--- config.mk ---
export PLATFORM = sky130hd
export DESIGN_NAME = npsu_axis_cell
export DESIGN_NICKNAME = d
export VERILOG_FILES = /design/src/rtl/core/npsu_pkg.sv /design/src/rtl/core/npsu_axis_cell.sv
export SDC_FILE = /design/constraint.sdc
export NUM_CORES = 1
export LEC_CHECK = 0
export BUFFER_PORTS_ARGS = -buffer_cell sky130_fd_sc_hd__buf_2
export CORE_ASPECT_RATIO = 1.1
export CORE_UTILIZATION = 59
export CTS_CLUSTER_DIAMETER = 40
export CTS_CLUSTER_SIZE = 16
export DETAILED_ROUTE_END_ITERATION = 12
export GPL_TIMING_DRIVEN = 0
export PLACE_DENSITY = 0.95
export SLEW_MARGIN = 20
export SYNTH_ARGS = -nofsm -noshare
export SYNTH_HDL_FRONTEND = slang
export SYNTH_SLANG_ARGS = --single-unit
--- constraint.sdc ---
create_clock -name aclk -period 10.2 [get_ports aclk]
set_input_delay 0 -clock aclk [delete_from_list [all_inputs] [get_ports aclk]]
set_output_delay 0 -clock aclk [all_outputs]
set_load 0.02 [all_outputs]
--- src/rtl/core/npsu_pkg.sv ---
package npsu_pkg;

    localparam int MAX_POINTS = 1024;
    localparam int COORD_BITS = 16;
    localparam int AXES       = 3;

    localparam int ADDR_W     = $clog2(MAX_POINTS);
    localparam int CNT_W      = $clog2(MAX_POINTS + 1);

    // field widths on the ports
    localparam int NP_W       = 11;
    localparam int THR_W      = 34;
    localparam int IDX_W      = 10;
    localparam int IN_COORD_W = 16;

    localparam int SUM_W      = 2 * COORD_BITS + 2;
    localparam int CMP_W      = (SUM_W > THR_W) ? SUM_W : THR_W;
    localparam int CNTC_W     = (NP_W > CNT_W) ? NP_W : CNT_W;

    localparam int S_DATA_W   = 64;
    localparam int M_DATA_W   = 48;
    localparam int CFG_IDX_W  = 1;
    localparam int CFG_DATA_W = 34;

    localparam logic [THR_W-1:0] THR_RESET = {THR_W{1'b1}};

    typedef logic [COORD_BITS-1:0]           coord_t;
    typedef logic [AXES-1:0][COORD_BITS-1:0] point_t;

    typedef enum logic {
        OP_LOAD  = 1'b0,
        OP_QUERY = 1'b1
    } op_t;

    typedef enum logic [CFG_IDX_W-1:0] {
        CFG_NUM_POINTS   = 1'b0,
        CFG_THRESHOLD_SQ = 1'b1
    } cfg_reg_t;

    typedef enum logic [1:0] {
        ST_IDLE,
        ST_SEARCH,
        ST_DRAIN
    } state_t;

    // one candidate point moving down the distance chain
    typedef struct packed {
        logic              valid;
        logic [ADDR_W-1:0] idx;
        logic [SUM_W-1:0]  sum;
        point_t            pt;
    } cell_t;

    typedef struct packed {
        logic              found;
        logic [ADDR_W-1:0] idx;
        logic [THR_W-1:0]  dist_sq;
    } best_t;

endpackage

--- src/rtl/core/npsu_axis_cell.sv ---
module npsu_axis_cell (
    input  logic             aclk,
    input  logic             aresetn,
    input  npsu_pkg::coord_t q_coord,
    input  npsu_pkg::cell_t  cell_in,
    output npsu_pkg::cell_t  cell_out
);
    import npsu_pkg::*;

    coord_t                  diff;
    logic [2*COORD_BITS-1:0] sq;
    cell_t                   cell_next;
    cell_t                   cell_reg;

    // this cell works on the lowest axis, then shifts the rest down
    always_comb begin
        diff = (q_coord >= cell_in.pt[0]) ? (q_coord - cell_in.pt[0])
                                          : (cell_in.pt[0] - q_coord);
        sq   = diff * diff;
        cell_next       = cell_in;
        cell_next.sum   = cell_in.sum + SUM_W'(sq);
        for (int k = 0; k < AXES - 1; k++) begin
            cell_next.pt[k] = cell_in.pt[k+1];
        end
        cell_next.pt[AXES-1] = '0;
    end

    always_ff @(posedge aclk) begin
        if (!aresetn) begin
            cell_reg.valid <= 1'b0;
        end else begin
            cell_reg.valid <= cell_next.valid;
        end
        cell_reg.idx <= cell_next.idx;
        cell_reg.sum <= cell_next.sum;
        cell_reg.pt  <= cell_next.pt;
    end

    assign cell_out = cell_reg;

endmodule

# Word level (Yosys, flattened, before mapping)
# Cells that the tools add are included.
dict set report word_totals {
  regBits 77
  elab_cells 11
}
dict set report classes {
  n_addsub 3
  multipliers 1
  magnitude_cmp 1
  n_mux 1
}
# operator count
set op_table {}
lappend op_table {{adder 34 x 32 -> 34 bit} 1}
lappend op_table {{multiplier 16 x 16 -> 32 bit} 1}
lappend op_table {{subtractor 16 bit} 2}
lappend op_table {{greater-or-equal comparator 16 bit} 1}
lappend op_table {{two-way mux 16 bit} 1}

# Depth between registers and ports, before layout
# Gate-level depths: netlist (run 1).
dict set report depth {
  ltp_word 4
  depth_mapped 36
  mapped_depth_nobuf 33
}

# Least setup slack after synthesis (run 1)
# OpenSTA, ideal clock, no wires.
dict set report synth_path {
  path_kind {input -> register}
  start {input q_coord[6]}
  end {register cell_reg, in the netlist cell_out[80]}
  arrival_time_ps 7246
  t_required_ps 10128
  slack_ps 2882
  path_stages 32
  path_buffers 4
  cell_sequence {inv_1 > ha_1 > buf_2 > and2_4 > and3_1 > nand3_2 > a21oi_4 > nor3_1 > or3_1 > and2_1 > buf_2 > inv_2 > buf_4 > nand2_1 > fa_1 > fa_1 > fa_1 > inv_1 > fa_1 > fa_1 > inv_1 > fa_1 > inv_1 > ha_1 > clkbuf_1 > nand2_1 > or3_1 > or2_2 > o311ai_2 > a41oi_1 > o31ai_1 > xor2_1}
}
# element line_no
set synth_rtl {}
lappend synth_rtl {{from (decl)} npsu_axis_cell.sv:4} ;# input npsu_pkg::coord_t q_coord,
lappend synth_rtl {{to (decl)} npsu_axis_cell.sv:13} ;# cell_t cell_reg;

==> impl_metrics.env, run 1 <==
export IMPL_status="complete, no violations"
export IMPL_met1_usage=0.347
export IMPL_synth_ff_type="dfxtp_1"
export IMPL_fmax_ghz=0.118
export IMPL_coreArea_um2=19700
export IMPL_drive_gt1_frac=0.169
export IMPL_cts_sink_count=77
export IMPL_cp_end_kind="register"
export IMPL_clkTransAtPathRegs_ns=0.07
export IMPL_cp_start_kind="primary input"
export IMPL_cts_inserted_buffers=9
export IMPL_drtPass1Iterations=7
export IMPL_maxCapViolCount=0
export IMPL_synthDominantCellAreaShare=0.326
export IMPL_grt_pass1_wl_mm=48.8
export IMPL_port_buffers=187
export IMPL_avgSynthCellArea_um2=8.87
export IMPL_slew_headroom=0.334
export IMPL_critical_path_required_ns=10.48
export IMPL_synth_cells=1336
export IMPL_hold_path_class="primary input to register"
export IMPL_yosysWarnings=0
export IMPL_synth_edf_count=0
export IMPL_gp_congestion=0.967
export IMPL_yosysUniqueCellTypes=72
export IMPL_ctsHtreeMaxLevel=3
export IMPL_rsz0062_at_grt="no"
export IMPL_async_flop_share=0
export IMPL_yosysTopAreaCell="fa_1"
export IMPL_cts_path_max_buffers=2
export IMPL_report_final_hold_viol_count=0
export IMPL_pin_count=204
export IMPL_first_iter_violations=532
export IMPL_drv_slew=0
export IMPL_via_count=10100
export IMPL_globalRouteOverflowTotal=0
export IMPL_routed_wl_mm=30.4
export IMPL_grt_max_degree=17
export IMPL_vias_per_cell=5.45
export IMPL_hold_depth=4
export IMPL_nets=2039
export IMPL_hpwl_mm=24.6
export IMPL_num_rows=54
export IMPL_die_y_um=151
export IMPL_ys_ff_latch=77
export IMPL_crit_arrival_ns=8.77
export IMPL_top_usage_layer="met2"
export IMPL_grt_use_met2=0.565
export IMPL_worst_path_max_fanout=10
export IMPL_largest_reg_flops=77
export IMPL_grt_pass1_vias=10600
export IMPL_setup_violations=0
export IMPL_die_area_um2=20700
export IMPL_n_antenna_cell=0
export IMPL_cts_tree="built"
export IMPL_final_cell_count_no_fill=1852
export IMPL_antenna_found_initial=0
export IMPL_fin_crit_sh=0.832
export IMPL_synth_seq_area_share=0.130
export IMPL_post_drt_wl_per_cell_um=16.4
export IMPL_die_w_um=137
export IMPL_use_met3=0.0421
export IMPL_min_period_ns=8.49
export IMPL_setup_worst_path_class="primary input to register"
export IMPL_whs_ns=0.110
export IMPL_area_delta_synth_final_pct=17.4
export IMPL_grt_use_total=0.309
export IMPL_nFillCells=1491
export IMPL_start_util=0.601
export IMPL_setup_tns_ns=0
export IMPL_dp_cells=1790
export IMPL_synth_area_leaders="fa_1 33%, ha_1 15%, dfxtp_1 13%"
export IMPL_cts_root_buffer_cell="clkbuf_16"
export IMPL_max_stage_delay_ns=0.58
export IMPL_tightestPinTransition_ns=0.971
export IMPL_postRouteAntennaNets=0
export IMPL_synth_area_um2=11900
export IMPL_cp_slowest_cell="fa_1"
export IMPL_drc=0
==> stage by stage <==
stage / setup WS, ns / cell area (um2) / util
2_1_floorplan: 2.88 / 11900 / -
3_3_place_gp: 1.58 / 13200 / 0.667
3_5_place_dp: 1.44 / 13200 / 0.667
4_1_cts: 1.75 / 13900 / 0.705
5_1_grt: 1.29 / 13900 / 0.705
6_report: 1.71 / 13900 / 0.705
==> repair_timing <==
| action | CTS | global route |
|---|---|---|
| hold buffers | 46 | 0 |
| buffers inserted | 0 | 0 |
| endpoints found under the hold margin | 45 | 0 |
| gates resized for setup | 0 | 0 |
==> layer usage <==
metal  part of all wire  routed length (um)
met2               0.51               15600
met3              0.068                2060
met5                  0                   0
met1               0.37               11200
met4              0.048                1450
==> worst max-delay path, delay by kind of cell <==
kind	cells	cell delay, ns
adders and majority gates	8	3.69
xor gates and xnor gates	2	0.57
AOI/OAI and AO/OA	5	1.92
buffers and inverters	9	1.11
and+or+nand+nor	7	1.49
==> path summary, 6_finish.rpt <==
kind                        start           end  slack (ns)
worst min-delay path  cell_in[80]  cell_out[81]        0.11
worst max-delay path  q_coord[11]  cell_out[80]        1.71
==> final cells by class <==
class / count / area (um2) / share of cell area
multi-input combinational: 870 / 8750 / 0.629
sequential: 77 / 1540 / 0.111
timing repair buffer: 233 / 1400 / 0.100
inverter: 346 / 1300 / 0.0934
buffer: 58 / 315 / 0.0227
tap: 252 / 315 / 0.0227
clock buffer: 9 / 225 / 0.0162
clock inverter: 7 / 65.1 / 0.00468
==> kinds of logic after synthesis <==
kind of cell	synth area share
buffers and inverters	0.136
and+or+nand+nor	0.106
muxes	0.00707
AOI/OAI and AO/OA	0.115
DFF	0.130
adders and majority gates	0.474
other	0.000316
xor gates and xnor gates	0.0318
==> cells in the final DEF (no fill, tap or decap), types with 10 or more instances in the layout <==
cell type	count
a21o_1	28
a21oi_1	62
and3_1	21
buf_2	208
buf_4	19
clkbuf_1	18
conb_1	16
dfxtp_1	77
dlygate4sd3_1	46
fa_1	193
ha_1	140
inv_1	339
nand2_1	94
nand3_1	35
nor2_1	67
nor3_1	10
o21a_1	11
o21ai_0	22
o21bai_1	10
xnor2_1	31
xor2_1	12
==> cells in the mapped netlist (8+ instances only) <==
| cell type | instances |
|---|---|
| nand3_1 | 35 |
| o21bai_1 | 10 |
| nor3_1 | 10 |
| fa_1 | 193 |
| dfxtp_1 | 77 |
| nand2_1 | 94 |
| ha_1 | 140 |
| xor2_1 | 12 |
| inv_1 | 339 |
| o21a_1 | 11 |
| a31oi_1 | 8 |
| nor2_1 | 67 |
| xnor2_1 | 31 |
| a21o_1 | 28 |
| o21ai_0 | 22 |
| nand4_1 | 8 |
| buf_2 | 21 |
| buf_4 | 19 |
| a21oi_1 | 62 |
| o21ai_1 | 8 |
| and3_1 | 21 |
| clkbuf_1 | 18 |
| or3_1 | 9 |
Power of run 1 is not shown: default switching activity piles up to over one toggle a cycle in this logic, so the estimate is an artifact.
==> run 2, diff against run 1 <==
Clock period 10.2 ns to 8.18 ns, I/O delays scaled along.
==> impl_metrics.env, run 2 (synthesis gave the netlist of run 1 again) <==
export IMPL_cts_root_buffer_cell="clkbuf_16"
export IMPL_wl_met3_mm=2.10
export IMPL_tightestPinTransition_ns=0.864
export IMPL_fin_crit_sh=0.962
export IMPL_top_layer="met4"
export IMPL_slew_headroom=0.420
export IMPL_drive_gt1_frac=0.190
export IMPL_setup_worst_path_class="primary input to register"
export IMPL_cts_path_max_buffers=2
export IMPL_vias_per_cell=5.47
export IMPL_mostFrequentLayoutCells="339 x inv_1, 205 x buf_2, 193 x fa_1"
export IMPL_largest_reg_flops=77
export IMPL_ctsHtreeMaxLevel=3
export IMPL_cts_sink_count=77
export IMPL_hpwl_mm=24.6
export IMPL_coreArea_um2=19700
export IMPL_fin_area_um2=14100
export IMPL_die_area_um2=20700
export IMPL_grt_max_degree=17
export IMPL_nets=2043
export IMPL_grt_pass1_vias=10600
export IMPL_fmax_ghz=0.127
export IMPL_fin_util=0.716
export IMPL_cts_inserted_buffers=9
export IMPL_cp_slowest_cell="fa_1"
export IMPL_postRouteAntennaNets=0
export IMPL_cp_end_kind="register"
export IMPL_routed_wl_mm=30.8
export IMPL_die_y_um=151
export IMPL_wirelength_met1_mm=11.3
export IMPL_gp_congestion=0.967
export IMPL_die_w_um=137
export IMPL_worst_path_max_fanout=10
export IMPL_num_rows=54
export IMPL_grt_pass1_wl_mm=49.0
export IMPL_start_util=0.601
export IMPL_wl_met2_mm=16.0
export IMPL_via_count=10200
export IMPL_crit_arrival_ns=8.15
export IMPL_min_period_ns=7.87
export IMPL_cts_tree="built"
export IMPL_hold_path_class="primary input to register"
export IMPL_nFillCells=1463
export IMPL_maxCapViolCount=0
export IMPL_n_antenna_cell=0
export IMPL_cp_start_kind="primary input"
export IMPL_drc=0
export IMPL_post_dp_cell_area_um2=13200
export IMPL_critical_path_required_ns=8.46
export IMPL_report_final_hold_viol_count=0
export IMPL_clkTransAtPathRegs_ns=0.07
export IMPL_drtPass1Iterations=7
export IMPL_post_drt_wl_per_cell_um=16.6
export IMPL_status="complete, no violations"
export IMPL_rsz0062_at_grt="yes"
export IMPL_area_delta_synth_final_pct=19.2
export IMPL_grt_use_total=0.310
export IMPL_port_buffers=187
export IMPL_antenna_found_initial=0
export IMPL_max_stage_delay_ns=0.56
export IMPL_whs_ns=0.111
export IMPL_drv_slew=0
export IMPL_first_iter_violations=647
export IMPL_globalRouteOverflowTotal=0
export IMPL_final_common_cell="inv_1"
export IMPL_setup_violations=0
export IMPL_pin_count=204
## run 2: per-layer routing
metal,global-route usage,vias to the layer above
met3,0.0438,118
met1,0.346,4904
li1,-,4650
met4,0.162,0
met2,0.568,478
met5,0,-
## run 2: critical path: cells and delay by family
family / cells / cell delay, ns
muxes: 1 / 0.33
xor gates and xnor gates: 2 / 0.39
buffers and inverters: 9 / 0.93
and+or+nand+nor: 5 / 1.40
AOI/OAI and AO/OA: 7 / 1.44
adders and majority gates: 8 / 3.68
## run 2: through the flow
| stage | cells | setup slack [ns] | setup TNS (ns) |
|---|---|---|---|
| after floorplan | 1351 | 0.862 | 0 |
| after global placement | 1790 | -0.441 | -2.21 |
| after detailed placement | 1790 | -0.579 | -3.65 |
| after CTS | 1854 | 0.00110 | 0 |
| after global routing | 1856 | -0.0715 | -0.0896 |
| final | 1856 | 0.315 | 0 |
## run 2: final cells by class
cell class	count	area (um2)	area share
plain buffers	56	324	0.0229
clock buffers	9	225	0.0159
clock inverters	7	65.1	0.00460
inverters	346	1300	0.0919
multi-input cells	870	8920	0.631
flip-flops and latches	77	1540	0.109
well taps	252	315	0.0223
repair buffers	239	1440	0.102
## run 2: final timing paths
kind	from	endpoint	slack, ns	depth (start not counted)
max	q_coord[11]	cell_out[80]	0.31	32
min	cell_in[80]	cell_out[81]	0.11	4
## run 2: repair_timing
| action | 4_1_cts | 5_1_grt |
|---|---|---|
| buffers inserted | 2 | 4 |
| hold endpoints to repair | 45 | 0 |
| gates resized for setup | 7 | 41 |
| endpoints found under the setup margin | 5 | 14 |
| hold buffers | 46 | 0 |
| gates cloned | 0 | 0 |
| pin swaps | 1 | 3 |
Power of run 2 is left out for the same reason.
