===== config.mk =====
export PLATFORM = sky130hd
export DESIGN_NAME = npsu_best
export DESIGN_NICKNAME = d
export VERILOG_FILES = /design/src/rtl/core/npsu_pkg.sv /design/src/rtl/core/npsu_best.sv
export SDC_FILE = /design/constraint.sdc
export NUM_CORES = 1
export LEC_CHECK = 0
export ABC_AREA = 1
export BUFFER_PORTS_ARGS = -buffer_cell sky130_fd_sc_hd__buf_2
export CAP_MARGIN = 20
export CORE_MARGIN = 2
export CORE_UTILIZATION = 45
export DETAILED_ROUTE_END_ITERATION = 10
export GPL_ROUTABILITY_DRIVEN = 0
export PLACE_DENSITY = 0.81
export SLEW_MARGIN = 40
export SYNTH_ARGS = -nofsm -noshare
export SYNTH_HDL_FRONTEND = slang
export SYNTH_SLANG_ARGS = --single-unit

===== constraint.sdc =====
create_clock -name aclk -period 3.15 [get_ports aclk]
set_clock_uncertainty 0.05 [all_clocks]
set_input_delay 0.1575 -clock aclk [delete_from_list [all_inputs] [get_ports aclk]]
set_output_delay 0.1575 -clock aclk [all_outputs]
set_load 0.01 [all_outputs]

===== src/rtl/core/npsu_pkg.sv =====
package npsu_pkg;

    localparam int MAX_POINTS = 1024;
    localparam int COORD_BITS = 16;
    localparam int AXES       = 3;

    localparam int ADDR_W     = $clog2(MAX_POINTS);
    localparam int CNT_W      = $clog2(MAX_POINTS + 1);

    // field widths on the ports
    localparam int NP_W       = 11;
    localparam int THR_W      = 34;
    localparam int IDX_W      = 10;
    localparam int IN_COORD_W = 16;

    localparam int SUM_W      = 2 * COORD_BITS + 2;
    localparam int CMP_W      = (SUM_W > THR_W) ? SUM_W : THR_W;
    localparam int CNTC_W     = (NP_W > CNT_W) ? NP_W : CNT_W;

    localparam int S_DATA_W   = 64;
    localparam int M_DATA_W   = 48;
    localparam int CFG_IDX_W  = 1;
    localparam int CFG_DATA_W = 34;

    localparam logic [THR_W-1:0] THR_RESET = {THR_W{1'b1}};

    typedef logic [COORD_BITS-1:0]           coord_t;
    typedef logic [AXES-1:0][COORD_BITS-1:0] point_t;

    typedef enum logic {
        OP_LOAD  = 1'b0,
        OP_QUERY = 1'b1
    } op_t;

    typedef enum logic [CFG_IDX_W-1:0] {
        CFG_NUM_POINTS   = 1'b0,
        CFG_THRESHOLD_SQ = 1'b1
    } cfg_reg_t;

    typedef enum logic [1:0] {
        ST_IDLE,
        ST_SEARCH,
        ST_DRAIN
    } state_t;

    // one candidate point moving down the distance chain
    typedef struct packed {
        logic              valid;
        logic [ADDR_W-1:0] idx;
        logic [SUM_W-1:0]  sum;
        point_t            pt;
    } cell_t;

    typedef struct packed {
        logic              found;
        logic [ADDR_W-1:0] idx;
        logic [THR_W-1:0]  dist_sq;
    } best_t;

endpackage


===== src/rtl/core/npsu_best.sv =====
module npsu_best (
    input  logic                       aclk,
    input  logic                       aresetn,
    input  logic                       start,
    input  logic [npsu_pkg::THR_W-1:0] threshold,
    input  npsu_pkg::cell_t            cell_in,
    output npsu_pkg::best_t            best
);
    import npsu_pkg::*;

    best_t best_reg;
    best_t best_next;
    logic  closer;

    // strict compare keeps the lowest slot on a tie
    always_comb begin
        closer    = CMP_W'(cell_in.sum) < CMP_W'(best_reg.dist_sq);
        best_next = best_reg;
        if (start) begin
            best_next.found   = 1'b0;
            best_next.idx     = '0;
            best_next.dist_sq = threshold;
        end else if (cell_in.valid && closer) begin
            best_next.found   = 1'b1;
            best_next.idx     = cell_in.idx;
            best_next.dist_sq = CMP_W'(cell_in.sum) & CMP_W'({THR_W{1'b1}});
        end
    end

    always_ff @(posedge aclk) begin
        if (!aresetn) begin
            best_reg <= '{found: 1'b0, idx: '0, dist_sq: THR_RESET};
        end else begin
            best_reg <= best_next;
        end
    end

    assign best = best_reg;

    assert property (@(posedge aclk) disable iff (!aresetn)
        !best_reg.found |-> (best_reg.idx == '0))
        else $error("best index set without a match");

    assert property (@(posedge aclk) disable iff (!aresetn)
        $rose(best_reg.found) |-> $past(cell_in.valid))
        else $error("match recorded without a candidate");

    assert property (@(posedge aclk) disable iff (!aresetn)
        (!start && best_reg.found) |=> best_reg.found || $past(start))
        else $error("match lost during a search");

endmodule


Yosys cells after proc, flatten, opt, wreduce, memory -nomap -nowiden
Index checks and enable logic that the tools add are counted.
- bits of input ports: 130
- output and inout bits: 45
- bits in registers: 45
- magnitude comparators: 1
- bitwise logic cells: 1
- reduce and logical (&&, ||, !) cells: 3
- multiplexer cells: 2
- operator list (operator ; number):
    34-bit 2-to-1 mux ; 2
    34-bit < comparator ; 1
    2-bit nonzero test ; 1
    2-bit OR reduction ; 1
    1-bit logical AND ; 1
    1-bit NOT ; 1

Longest topological paths before layout
Gate-level depths: netlist of run 1.
- depth in word-level cells: 4
- mapped depth: 16
- mapped depth without buffers: 15

Worst setup path after synthesis of run 1
No wires, ideal clock.
- path type: register to register
- start point: register best_reg, in the netlist best[33]
- end point: register best_reg, in the netlist best[10]
- slack: 1275 ps
- required time: 2957 ps
- clock period less this slack: 1875 ps
- arrival: 1683 ps
- library setup time: 143 ps
- cell stages (with the launch flop): 15
- cell sequence: dfxtp_1 > inv_1 > ha_1 > nand2_1 > nor2_1 > nand2_1 > nor2_2 > nand3_1 > nand2_1 > nor2_2 > nand2_4 > nand2_2 > buf_2 > nand2_1 > nand3_2
- cells in the longest elaborated chain, start to end: 3
- ends and longest elaborated chain (what ; RTL line ; text):
    start: declaration ; npsu_best.sv:11 ; best_t best_reg;
    start signal: assignment ; npsu_best.sv:32 ; best_reg <= '{found: 1'b0, idx: '0, dist_sq: THR_RESET};
    start signal: assignment ; npsu_best.sv:34 ; best_reg <= best_next;
    34-bit < comparator ; npsu_best.sv:17 ; closer = CMP_W'(cell_in.sum) < CMP_W'(best_reg.dist_sq);
    1-bit logical AND ; npsu_best.sv:23 ; end else if (cell_in.valid && closer) begin
    2-bit nonzero test (no line) ; - ;
Every way passes these cells.
A chain may end at the register's enable or synchronous reset.

Worst setup path after layout of run 1
- start point: register best_reg, in the netlist best[33]
- end point: register best_reg, in the netlist best[5]
Same word-level chain as after synthesis.

==> metrics.txt, run 1 <==
status=finished clean; Sequential Power Share=0.415; largest family of logic cells by synthesized area=simple AND/OR/NAND/NOR gates; number of diodes=0; Area Growth Syn to Fin=23.8%; vias in the first global route=3014; fillers=688; Setup Crit Path Kind=reg2reg; Clk pwr share=0.282; post-cts repair resize count=0; area of the multi-input gates=0.00197 mm^2; Final #Nets=749; final setup vio count=0; Iter 0 DRT Violations=65; VDD IR max=0.187 mV; Leakage=0.00237 uW; worst-margin pin slew=787 ps; Sum Neg Setup Slack=0 ps; post-route ant nets=0; Peak Freq=400 MHz; # DRC=0; Clock Sinks=45; io pins=175; max reg flops=45; hold crit path type=in2reg; layout cells sized above 1=0.315; RSZ-0062 raised after global routing=false; Seq. cell area=901 um^2; total power=1600 uW; Min Clock Period, post-route=2500 ps; CP required=3270 ps; register bit total from synthesis=45; sequential area share after synthesis=0.281; DRT Wirelength=7.71 mm; P_sw=535 uW; Mapped Avg Cell Area=6.81 um^2; post-synthesis compound-gate area fraction=0.0484; cts hold-fix bufs=0; Final Util=0.581; Cells after DPL=675; Finished Layout Cells=683; pwr/cell area=402 mW/mm^2; mapped cell area=0.00321 mm^2; drt via density=4.75; combinational fraction of design power=0.303; total congestion overflow=0; TritonCTS buffer count=5; adder-cell area share of the yosys netlist=0.129; CP arrival=2620 ps; max_cap viols=0; antenna violations before repair=0; Critical Path Fanout Max=33; Yosys cell types=23; worst skew pair latency=300 ps; per-cell routed wire length=11.3 um; Relative slew margins=0.475; Initial Utilization=0.470; Mapped Cells=471; Fin. Hold Viols=0; first-pass GRT wire length=12.7 mm; Overall Global Routing Usage=0.199; Die H=88.4 um; via count=3247; CTS tree=yes; maximum buffer depth of the clock tree=2; CP Launch Type=flop; fin. max-slew vios=0; xor and xnor area share after synthesis=0; Rows=30; Sw Ratio=0.335; synthesized net count=634; die area=0.00782 mm^2; largest net degree at the start of global routing=69; Syn. warnings=0; CTS H-tree depth=2; clk root buf=clkbuf_8; fin crit share=0.793; Clock Pin Slew Worst Setup and Hold Paths=90 ps; Setup Fix Bufs, Post-CTS=0; Power Internal=1060 uW; post-synthesis mux area share=0; Port Buffer Count=126; Worst setup EP type=flop; simple-gate share of the synthesized area=0.436; DR pass1 iterations=4; chip width=88.4 um; core box area=0.00683 mm^2; post-detail-place hpwl=5.70 mm
## critical path, cell delays in order, from the launching register on
cell	delay [ps]
dfxtp_1	360
inv_1	50
ha_1	280
nand2_1	70
nor2_1	200
nand2_1	120
nor2_2	140
nand3_1	80
nand2_1	70
nor2_2	50
nand2_4	160
nand2_2	430
nand2_1	220
nand3_2	70
## cells in the mapped netlist
cell / number / area, um^2
a21boi_0: 1 / 7.51
a21o_1: 2 / 15.0
a21oi_1: 14 / 70.1
buf_12: 2 / 40.0
buf_2: 9 / 45.0
buf_8: 1 / 15.0
clkbuf_1: 11 / 41.3
clkinv_1: 1 / 3.75
dfxtp_1: 45 / 901
ha_1: 33 / 413
inv_1: 51 / 191
inv_2: 1 / 3.75
nand2_1: 180 / 676
nand2_2: 1 / 6.26
nand2_4: 1 / 11.3
nand3_1: 31 / 155
nand3_2: 40 / 400
nand4_1: 1 / 6.26
nor2_1: 35 / 131
nor2_2: 2 / 12.5
o21ai_0: 1 / 5.00
o21ai_1: 1 / 5.00
o21bai_1: 7 / 52.6
## power by group through the flow
stage	sequential (uW)	combinational, uW	clock (uW)
6_report	662	484	450
5_1_grt	668	558	483
4_1_cts	662	491	468
3_5_place_dp	675	488	0
3_3_place_gp	672	475	0
2_1_floorplan	696	312	0
## layout make-up
| type | instances | area share |
|---|---|---|
| Sequential cell | 45 | 0.227 |
| Inverter | 53 | 0.0501 |
| Multi-Input combinational cell | 350 | 0.495 |
| Clock buffer | 5 | 0.0173 |
| Timing Repair Buffer | 131 | 0.168 |
| Clock inverter | 3 | 0.0117 |
| Tap cell | 96 | 0.0303 |
## final timing paths
path,start,endpoint,slack [ps],cells after the start
setup / recovery,best[33],best[5],650,13
hold / removal,cell_in[90],best[42],30,3
setup reg to reg,best[33],best[5],650,13
hold reg to reg,best[44],best[44],430,2
## per-layer routing
| metal | routed length [um] | up-vias | global-route usage |
|---|---|---|---|
| met5 | 0 | - | 0 |
| met4 | 40 | 0 | 0.0399 |
| met3 | 325 | 2 | 0.0326 |
| met2 | 3820 | 75 | 0.375 |
| met1 | 3520 | 1465 | 0.237 |
| li1 | - | 1705 | - |
## metrics by stage
step	area (um^2)	hold WS [ps]	worst slack, ps
2_1_floorplan	3210	242	1270
3_3_place_gp	3850	335	672
3_5_place_dp	3850	342	617
4_1_cts	3970	17.6	604
5_1_grt	3970	27.2	348
6_report	3970	28.6	651
## placed cells by master (no fill, tap or decap), types with 2 or more instances in the layout
cell,n
dfxtp_1,45
a21o_1,2
nor2_1,35
nor2_2,2
nand3_1,31
o21bai_1,7
nand3_2,40
nand2_1,180
clkbuf_8,5
inv_1,51
inv_2,2
buf_2,126
buf_4,5
a21oi_1,14
ha_1,33
## cells by family (layout without fill, tap and decap cells)
family | Yosys count | after routing
fa+ha+maj | 33 | 33
simple gates | 291 | 291
compound gates | 26 | 26
flops | 45 | 45
buf+inv | 76 | 192
Note: power is estimated with default switching activity, not from simulation.
==> inputs of run 2 (changes only) <==
--- a/config.mk
+++ b/config.mk
@@ -5,14 +5,14 @@
 export SDC_FILE = /design/constraint.sdc
 export NUM_CORES = 1
 export LEC_CHECK = 0
-export ABC_AREA = 1
+export ABC_AREA = 0
 export BUFFER_PORTS_ARGS = -buffer_cell sky130_fd_sc_hd__buf_2
 export CAP_MARGIN = 20
 export CORE_MARGIN = 2
 export CORE_UTILIZATION = 45
 export DETAILED_ROUTE_END_ITERATION = 10
 export GPL_ROUTABILITY_DRIVEN = 0
-export PLACE_DENSITY = 0.81
+export PLACE_DENSITY = 0.82
 export SLEW_MARGIN = 40
 export SYNTH_ARGS = -nofsm -noshare
 export SYNTH_HDL_FRONTEND = slang
==> constraint.sdc (replaced) <==
create_clock -name aclk -period 2.4 [get_ports aclk]
set_clock_uncertainty 0.05 [all_clocks]
set_input_delay 0.12 -clock aclk [delete_from_list [all_inputs] [get_ports aclk]]
set_output_delay 0.12 -clock aclk [all_outputs]
set_load 0.01 [all_outputs]
==> run 2 against run 1 <==
Effect of this change:
- the run now ends with negative setup slack left
- critical endpoint is now best[12]
- non-clock buffer count grew 40
- critical path type unchanged
- register-to-register slack worse by 900 ps
- largest power group unchanged
- sequential share of layout area down 2.7 points
- sequential power increased by 27%
==> metrics.txt, run 2 <==
Min Clock Period, post-route=2650 ps; Synth top cells by count=75 x nand2_1, 45 x dfxtp_1, 34 x inv_1; core box area=0.00646 mm^2; Overall Global Routing Usage=0.226; Mapped Cells=354; Final #Nets=676; Reg2Reg Depth=9; VDD IR max=0.268 mV; total congestion overflow=0; max_cap viols=0; combinational fraction of design power=0.364; register bit total from synthesis=45; worst hold start=cell_in[84]; asr flop ratio synth=0; P_sw=699 uW; most common cell after layout, fill and taps aside=buf_2; CP Launch Type=flop; largest net degree at the start of global routing=36; max reg flops=45; Reg2Reg Launch Point=best[12]; DR WL met3=457 um; Relative slew margins=0.510; total power=2120 uW; Yosys cell types=30; Area contributors post-synth=dfxtp_1 30%, ha_1 14%, mux2_2 12%; sequential area share after synthesis=0.296; # DRC=0; pwr/cell area=462 mW/mm^2; clk root buf=clkbuf_8; most frequent cells in the layout=126 x buf_2, 74 x nand2_1, 33 x mux2i_1, 33 x buf_4, 32 x dfxtp_1; count leader, synth=nand2_1; io pins=175; post-route ant nets=0; xor and xnor area share after synthesis=0; per-cell routed wire length=15.3 um; Met2 Wirelength=4.67 mm; Fin. Hold Viols=0; CTS tree=yes; final setup vio count=40; Rows=29; Clock Sinks=45; die area=0.00744 mm^2; Top Metal Used=met4; Initial Utilization=0.471; vias in the first global route=2986; antenna violations before repair=0; chip width=86.3 um; drt via density=5.29; post-synthesis mux area share=0.231; status=finished, violations left; Finished Layout Cells=591; layout cells sized above 1=0.525; post-detail-place hpwl=6.31 mm; worst-margin pin slew=735 ps; Area Growth Syn to Fin=50.7%; CP arrival=2800 ps; worst skew pair latency=320 ps; top_reg_cell synth=dfxtp_1; Setup Crit Path Kind=reg2reg; Die H=86.3 um; CP endpoint=best[12]; DR pass1 iterations=4; Sequential Power Share=0.398; fin. max-slew vios=0; Metal-1 WL=3.80 mm; Clk pwr share=0.239; R2R Setup Slk=-250 ps; Sw Ratio=0.330; post-synthesis compound-gate area fraction=0.102; area leader, netlist=dfxtp_1; Min Hold Slack=9.20 ps; Post-synth EDFFs=0; Peak Freq=377 MHz; mapped cell area=0.00304 mm^2; Clock Pin Slew Worst Setup and Hold Paths=100 ps; CTS H-tree depth=2; number of diodes=0; Worst setup EP type=flop; via count=3125; Cells after DPL=570; hold crit path type=in2reg; PnR worst setup slack=-249 ps; first-pass GRT wire length=13.5 mm; Port Buffer Count=126; worst reg2reg endpoint=best[12]; crit path from=best[12]; top cell type's share of synthesized area=0.296; RSZ-0062 raised after global routing=true; simple-gate share of the synthesized area=0.163; Mapped Avg Cell Area=8.60 um^2; fin crit share=1.10; Syn. warnings=0; synthesized net count=517; TritonCTS buffer count=5; Power Internal=1420 uW; Iter 0 DRT Violations=131; Critical Path Fanout Max=18; adder-cell area share of the yosys netlist=0.136; largest family of logic cells by synthesized area=multiplexers; Leakage=0.00233 uW; DRT Wirelength=9.06 mm; maximum buffer depth of the clock tree=2; CP required=2550 ps; dpl ws=-270 ps; failing checks=negative setup slack
run 2: worst min path at each step:
stage	endpoint	depth (start not counted)
5_1_grt	best[36]	3
4_1_cts	best[35]	3
6_report	best[36]	3
3_5_place_dp	best[0]	3
3_3_place_gp	best[0]	3
2_1_floorplan	best[0]	2
run 2: through the flow:
stage	cell area (um^2)	utilization	TNS (ps)
after detailed placement	4020	0.622	-8210
after global routing	4590	0.710	-11380
final	4590	0.710	-7710
after CTS	4360	0.675	-7350
after global placement	4020	0.622	-5240
after floorplan	3090	-	-5440
run 2: power by group through the flow:
stage | logic [uW] | clock network, uW | registers (uW)
after floorplan | 329 | 0 | 882
after global placement | 611 | 0 | 852
after detailed placement | 634 | 0 | 856
after CTS | 703 | 515 | 840
after global routing | 840 | 546 | 849
final | 771 | 506 | 844
run 2: layer usage:
layer,track usage,vias up
met5,0,-
met4,0.0554,0
met3,0.0448,14
met2,0.412,100
met1,0.273,1468
li1,-,1543
run 2: worst max-delay path, cell delays in order (launching register included):
cell and delay, ps:
dfxtp_2 360, inv_2 50, ha_4 250, nand4_1 120
or4_4 560, nand2b_4 160, a31o_4 230, a21oi_4 210
buf_12 200, mux2_2 350
run 2: layout make-up:
cell class	instances	area (um^2)
clock buffer	5	68.8
fill	486	1870
inverter	34	128
multi-input combinational	256	2280
sequential	45	917
timing repair buffer	171	1080
clock inverter	3	25.0
tap	77	96.3
run 2: cells by family (layout without fill, tap and decap cells):
logic type               after synthesis  after routing
flip-flops                            45             45
AND/OR/NAND/NOR                      108            108
buffers and inverters                 53            213
multiplexers                          66             66
AO/OA/AOI/OAI                         49             49
adder cells (fa/ha/maj)               33             33
run 2: what timing repair did:
action / in CTS / in global routing
buffers inserted: 7 / 0
gates cloned: 1 / 0
endpoints found under the setup margin: 44 / 45
pin swaps: 4 / 21
resized for setup: 24 / 50
hold endpoints to repair: 4 / 1
hold buffers: 4 / 1
